<file path="src/sv/smalu_pkg.sv">
package smalu_pkg;

    localparam int WordBits = 16;
    localparam int MagBits  = WordBits - 1;

    localparam logic [2:0] OP_ADD = 3'd0;
    localparam logic [2:0] OP_SUB = 3'd1;
    localparam logic [2:0] OP_MUL = 3'd2;
    localparam logic [2:0] OP_DIV = 3'd3;
    localparam logic [2:0] OP_INC = 3'd4;
    localparam logic [2:0] OP_DEC = 3'd5;
    localparam logic [2:0] OP_CMP = 3'd6;

    localparam logic [1:0] ST_OK   = 2'd0;
    localparam logic [1:0] ST_OVF  = 2'd1;
    localparam logic [1:0] ST_DIV0 = 2'd2;

    typedef struct packed {
        logic [2:0]          op;
        logic [WordBits-1:0] operand_a;
        logic [WordBits-1:0] operand_b;
    } in_item_t;

    typedef struct packed {
        logic [WordBits-1:0] result_word;
        logic [1:0]          status;
        logic                less;
        logic                equal;
        logic                greater;
    } out_item_t;

    // data that rides along a cell of the division chain
    typedef struct packed {
        logic              vld;
        logic [2:0]        op;
        logic              na;
        logic              nb;
        logic [MagBits-1:0] ma;
        logic [MagBits-1:0] mb;
        logic [MagBits-1:0] quo;
        logic [MagBits-1:0] rem;
    } lane_t;

endpackage

</file>
<file path="src/sv/smalu_cell.sv">
// One restoring-division step: brings in one dividend bit, produces one quotient bit.
module smalu_cell (
    input  logic               clk,
    input  logic               rst_n,
    input  logic               adv,
    input  logic [3:0]         bit_idx,
    input  smalu_pkg::lane_t   din,
    output smalu_pkg::lane_t   dout
);
    smalu_pkg::lane_t lane_reg, lane_next;
    logic [smalu_pkg::MagBits:0] trial;

    always_comb
    begin
        lane_next = din;
        trial = {din.rem, din.ma[bit_idx]};
        if (trial >= {1'b0, din.mb})
        begin
            lane_next.rem = smalu_pkg::MagBits'(trial - {1'b0, din.mb});
            lane_next.quo[bit_idx] = 1'b1;
        end
        else
        begin
            lane_next.rem = trial[smalu_pkg::MagBits-1:0];
        end
    end

    always_ff @(posedge clk or negedge rst_n)
    begin
        if (!rst_n)
            lane_reg <= '0;
        else if (adv)
            lane_reg <= lane_next;
    end

    assign dout = lane_reg;
endmodule

</file>
<file path="src/sv/smalu_finish.sv">
// Final stage: add/sub/inc/dec/mul/compare from the carried operands, divide from the chain.
module smalu_finish (
    input  smalu_pkg::lane_t  lane,
    output smalu_pkg::out_item_t res
);
    localparam logic [smalu_pkg::MagBits-1:0] MagMax = '1;
    logic [smalu_pkg::MagBits:0]     sum, dif;
    logic [2*smalu_pkg::MagBits-1:0] prod;
    logic                            sb, sa_neg, ovf, neg;
    logic [smalu_pkg::MagBits-1:0]   mb_eff, mag;
    logic [smalu_pkg::MagBits:0]     magw;

    always_comb
    begin
        res = '0;
        ovf = 1'b0;
        mb_eff = lane.mb;
        sb = lane.nb;
        sa_neg = lane.na;
        neg = 1'b0;
        magw = '0;
        case (lane.op)
            smalu_pkg::OP_SUB: sb = (lane.mb != '0) ? !lane.nb : 1'b0;
            smalu_pkg::OP_INC:
            begin
                mb_eff = smalu_pkg::MagBits'(1);
                sb = 1'b0;
            end
            smalu_pkg::OP_DEC:
            begin
                mb_eff = smalu_pkg::MagBits'(1);
                sb = 1'b1;
            end
            default: ;
        endcase
        sum  = {1'b0, lane.ma} + {1'b0, mb_eff};
        dif  = {1'b0, lane.ma} - {1'b0, mb_eff};
        prod = lane.ma * lane.mb;
        case (lane.op)
            smalu_pkg::OP_ADD, smalu_pkg::OP_SUB, smalu_pkg::OP_INC, smalu_pkg::OP_DEC:
            begin
                if (sa_neg == sb)
                begin
                    magw = sum;
                    neg = sa_neg;
                    ovf = sum[smalu_pkg::MagBits];
                end
                else if (!dif[smalu_pkg::MagBits])
                begin
                    magw = dif;
                    neg = sa_neg;
                end
                else
                begin
                    magw = -dif;
                    neg = sb;
                end
            end
            smalu_pkg::OP_MUL:
            begin
                ovf = prod > {{smalu_pkg::MagBits{1'b0}}, MagMax};
                magw = {1'b0, prod[smalu_pkg::MagBits-1:0]};
                neg = lane.na != lane.nb;
            end
            smalu_pkg::OP_DIV:
            begin
                magw = {1'b0, lane.quo};
                neg = lane.na != lane.nb;
                if (lane.mb == '0)
                begin
                    res.status = smalu_pkg::ST_DIV0;
                    magw = '0;
                end
            end
            smalu_pkg::OP_CMP:
            begin
                if (lane.na != lane.nb)
                begin
                    res.less = lane.na;
                    res.greater = !lane.na;
                end
                else if (lane.ma == lane.mb)
                    res.equal = 1'b1;
                else
                begin
                    res.greater = (lane.ma > lane.mb) ^ lane.na;
                    res.less = !((lane.ma > lane.mb) ^ lane.na);
                end
            end
            default: ;
        endcase
        mag = magw[smalu_pkg::MagBits-1:0];
        if (ovf)
        begin
            res.status = smalu_pkg::ST_OVF;
            mag = '0;
        end
        res.result_word = {neg && (mag != '0), mag};
    end
endmodule

</file>
<file path="src/sv/sign_magnitude_alu.sv">
// Sign-magnitude ALU, 16-bit words (bit 15 sign, bits 14..0 magnitude).
//
// Input channel: in_valid / in_stall / in_data carries an item of opcode plus two
// operands. Output channel: out_valid / out_stall / out_data returns one result
// item per input item, in order.
//
// The depth is set by the divide chain: 15 restoring-division cells, one
// quotient bit each, plus the output register. All opcodes travel the same
// chain, so order is kept.
// Throughput: one item per cycle while the receiver takes results.
//
// When the receiver stalls while a result is held, the whole chain freezes
// and in_stall rises; a held result never changes. Empty slots are not
// squeezed out: the chain moves as one, and a bubble inside it freezes too.
// The chain advances whenever the output slot is empty or being taken.
//
// Reset clears the division chain and the output valid bit; the output
// payload register keeps whatever it holds.
module sign_magnitude_alu (
    input  logic                   clk,
    input  logic                   rst_n,
    input  logic                   in_valid,
    output logic                   in_stall,
    input  smalu_pkg::in_item_t    in_data,
    output logic                   out_valid,
    input  logic                   out_stall,
    output smalu_pkg::out_item_t   out_data
);
    localparam int Cells = smalu_pkg::MagBits;

    smalu_pkg::lane_t     chain [Cells+1];
    smalu_pkg::out_item_t res_next, res_reg;
    logic                 vld_reg;
    logic                 adv;

    // advance when the output slot is free or being taken
    assign adv      = !vld_reg || !out_stall;
    assign in_stall = !adv;

    always_comb
    begin
        chain[0].vld = in_valid;
        chain[0].op  = in_data.op;
        chain[0].ma  = in_data.operand_a[smalu_pkg::MagBits-1:0];
        chain[0].mb  = in_data.operand_b[smalu_pkg::MagBits-1:0];
        chain[0].na  = in_data.operand_a[smalu_pkg::MagBits] && (chain[0].ma != '0);
        chain[0].nb  = in_data.operand_b[smalu_pkg::MagBits] && (chain[0].mb != '0);
        chain[0].quo = '0;
        chain[0].rem = '0;
    end

    // quotient bits from the top down, one per cell
    for (genvar i = 0; i < Cells; i++)
    begin : g_cell
        smalu_cell u_cell (
            .clk     (clk),
            .rst_n   (rst_n),
            .adv     (adv),
            .bit_idx (4'(Cells - 1 - i)),
            .din     (chain[i]),
            .dout    (chain[i+1])
        );
    end

    smalu_finish u_finish (
        .lane (chain[Cells]),
        .res  (res_next)
    );

    always_ff @(posedge clk or negedge rst_n)
    begin
        if (!rst_n)
            vld_reg <= 1'b0;
        else if (adv)
            vld_reg <= chain[Cells].vld;
    end

    always_ff @(posedge clk)
    begin
        if (adv)
            res_reg <= res_next;
    end

    assign out_valid = vld_reg;
    assign out_data  = res_reg;

    // a held result must not change
    a_hold: assert property (@(posedge clk) disable iff (!rst_n)
        out_valid && out_stall |=> out_valid && $stable(out_data))
        else $error("result changed under stall");

    // error results carry a zero word
    a_err_zero: assert property (@(posedge clk) disable iff (!rst_n)
        out_valid && (out_data.status != smalu_pkg::ST_OK) |-> out_data.result_word == '0)
        else $error("error result not zero");

    // never negative zero
    a_no_negz: assert property (@(posedge clk) disable iff (!rst_n)
        out_valid |-> out_data.result_word != {1'b1, {smalu_pkg::MagBits{1'b0}}})
        else $error("negative zero result");

    // at most one compare flag
    a_flags: assert property (@(posedge clk) disable iff (!rst_n)
        out_valid |-> $onehot0({out_data.less, out_data.equal, out_data.greater}))
        else $error("compare flags not exclusive");
endmodule
</file>
<file path="config.mk">
export PLATFORM = sky130hd
export DESIGN_NAME = sign_magnitude_alu
export DESIGN_NICKNAME = d
export VERILOG_FILES = /design/src/sv/smalu_pkg.sv /design/src/sv/smalu_cell.sv /design/src/sv/smalu_finish.sv /design/src/sv/sign_magnitude_alu.sv
export SDC_FILE = /design/constraint.sdc
export NUM_CORES = 2
export LEC_CHECK = 0
export BUFFER_PORTS_ARGS = -buffer_cell sky130_fd_sc_hd__buf_2
export CORE_ASPECT_RATIO = 0.5
export CORE_MARGIN = 2
export CORE_UTILIZATION = 37
export CTS_CLUSTER_SIZE = 28
export DETAILED_ROUTE_END_ITERATION = 10
export HOLD_SLACK_MARGIN = 0.05
export PLACE_DENSITY_LB_ADDON = 0.08
export SYNTH_ARGS = -nofsm -noshare
export SYNTH_HDL_FRONTEND = slang
export SYNTH_HIERARCHICAL = 1
export SYNTH_SLANG_ARGS = --single-unit
export TNS_END_PERCENT = 20
</file>
<file path="constraint.sdc">
create_clock -name clk -period 7.95 [get_ports clk]
set_input_delay 1.1925 -clock clk [delete_from_list [all_inputs] [get_ports clk]]
set_output_delay 1.1925 -clock clk [all_outputs]
set_load 0.005 [all_outputs]
</file>
==> results.md <==
* CTS tree: built
* Post-Syn Area at 64900 µm²
* Worst slew margin at 19.8%
* Die Y-Extent at 300 µm
* Critical-path cell list: and2_1 > fa_1 > inv_1 > fa_1 > inv_1 > fa_1 > inv_1 > fa_1 > inv_1 > fa_1 > inv_1 > fa_1 > inv_1 > ha_1 > a21oi_1 > and3_1 > o31a_2 > o311ai_0 > xor2_1 > or4_4 > o31ai_4 > nand2_4 > nor2_2
* Worst-path clk slew at roughly 0.06 ns
* Setup Viol. Count Final at 0
* Syn avg cell area at 10.3 µm²
* Fmax at between 100 and 150 MHz
* Max Slew Vio Count at 0
* Post-DP HPWL at 127000 µm
* Layout cells sized above 1 at 15.4%
* WP data required at 8.48 ns
* Final Hold Fails at 0
* Tightest Pin Transition at 1.19 ns
* Die area at 179000 µm²
* Core Rows at 108
* Utilization after layout at 41.2%
* Endpoint type of the worst setup path: flip-flop
* Crit path arrival time at 7.95 ns
* Minimum clock period at 7.42 ns
* Initial antenna violation count at 0
* Vias in the first global route at 46784
* Die span in x at 596 µm
* Residual DRC count at 0
* Met3 global-route usage at 2.16%
* Met2 usage at 31.1%
* Clk sinks at 997
* MaxCap Viol Count at 0
* Largest net degree at the start of global routing at 188
* Final wirelength at approximately 170000 µm
* Gr busiest metal: met2
* Tightest Hold Check Type: input port to asynchronous set/reset pin
* Mapped Cells at 6319
* Placer Congestion at around 0.88
* Initial Utilization at between 30% and 40%
* Area occupied by multi-input gates at about 38000 µm²
* Setup Fix Bufs, Post-CTS at 0
* First DRT Iteration DRCs at 2450
* Highest-count cells in the layout ignoring fill and taps: 976 x dfrtp_1, 558 x mux2_2, 511 x inv_1
* Final #Nets at 7110
* Setup TNS at 0 ns
* GRT met1 Usage at a little over a quarter
* Post-CTS Resized at 0
* CTS Hold Bufs at 0
* Fillers at 16922
* CP startpoint kind: flip-flop
* CP max stage delay at a little over 0.6 ns
* Register area at 25100 µm²
* Placed cells at 8712
* I/O pin count at slightly above 60
* First-pass GRT wire length at 271000 µm
* CP max stage cell: dfrtp_1
* RSZ-0062 raised after global routing: no
* Bufs on Longest Clock Path at 3
* Yosys Warn Count at 6
* Detail Route Antenna Nets at 0
* Htree depth at 3
* Area growth from synthesis to layout at 10.4%
* Clk_skew at about 0.063 ns
* Setup Crit Path Kind: flip-flop to flip-flop
* Status: complete, no violations
* CTS Buf Count at 102
* Worst skew pair latency at 0.75 ns
* Vias per Instance at 5.19
* Final period utilization at 93.3%
* Core area at 174000 µm²
* Routed via count at 46157
* Total GRT Usage at 18.8%
* Most common cell after layout, fill and taps aside: dfrtp_1
* Drt pass-1 iters at 6
* WL/cell at 18.9 µm
* Crit Path Max Fanout at 12
* CTS Root Cell: clkbuf_16
* Finished Layout Cells at 8901
* # port buffers at 61
* GRT overflow at 0
-- worst paths after layout --
check | startpoint | to | slack, ns | depth (start not counted)
max | g_cell[14].u_cell/dout[55]$_DFFE_PN0P_ | out_data[5]$_DFFE_PN_ | 0.53 | 23
min | rst_n | g_cell[3].u_cell/dout[41]$_DFFE_PN0P_ | 0.40 | 1
max reg2reg | g_cell[14].u_cell/dout[55]$_DFFE_PN0P_ | out_data[5]$_DFFE_PN_ | 0.53 | 23
min reg2reg | g_cell[14].u_cell/dout[65]$_DFFE_PN0P_ | out_valid$_DFFE_PN0N_ | 0.46 | 1
max in group asynchronous | rst_n | g_cell[0].u_cell/dout[42]$_DFFE_PN0P_ | 5.49 | 3
min in group clk | g_cell[14].u_cell/dout[65]$_DFFE_PN0P_ | out_valid$_DFFE_PN0N_ | 0.46 | 1
-- flip-flops by register name, indices dropped and copies added (netlist names) --
name and count:
out_valid 1, out_data 21, g_cell.u_cell/dout 975
-- cell type report --
cell class / count / area share, %
Antenna cell: 2 / 0.00698
Clock buffer: 150 / 4.09
Clock inverter: 37 / 0.684
Inverter: 513 / 2.69
Multi-Input combinational cell: 4776 / 52.4
Sequential cell: 997 / 35.0
Tap cell: 2310 / 4.03
Timing Repair Buffer: 116 / 1.19
-- worst max-delay path, delay by kind of cell (launching register included) --
kind                     cells  cell delay [ns]
adder cells (fa/ha/maj)      7             3.44
AO/OA/AOI/OAI                4             1.40
AND/OR/NAND/NOR              5             1.34
flip-flops                   1             0.62
buffers and inverters        6             0.31
XOR/XNOR                     1             0.14
-- through the flow --
| step | hold slack (ns) | area (µm²) | worst slack, ns |
|---|---|---|---|
| floorplan | 0.430 | 65900 | 1.11 |
| global placement | 0.444 | 68200 | 0.617 |
| detailed placement | 0.448 | 68200 | 0.535 |
| CTS | 0.365 | 71700 | 0.528 |
| global route | 0.389 | 71700 | 0.103 |
| finish | 0.395 | 71700 | 0.535 |
-- routing by layer --
layer | part of all wire, % | vias up
li1 | - | 22498
met1 | 49 | 22845
met2 | 47 | 602
met3 | 2.6 | 212
met4 | 2.1 | 0
met5 | 0 | -
Power is not shown: default switching activity piles up to over one toggle a cycle in this logic, so the estimate is an artifact.
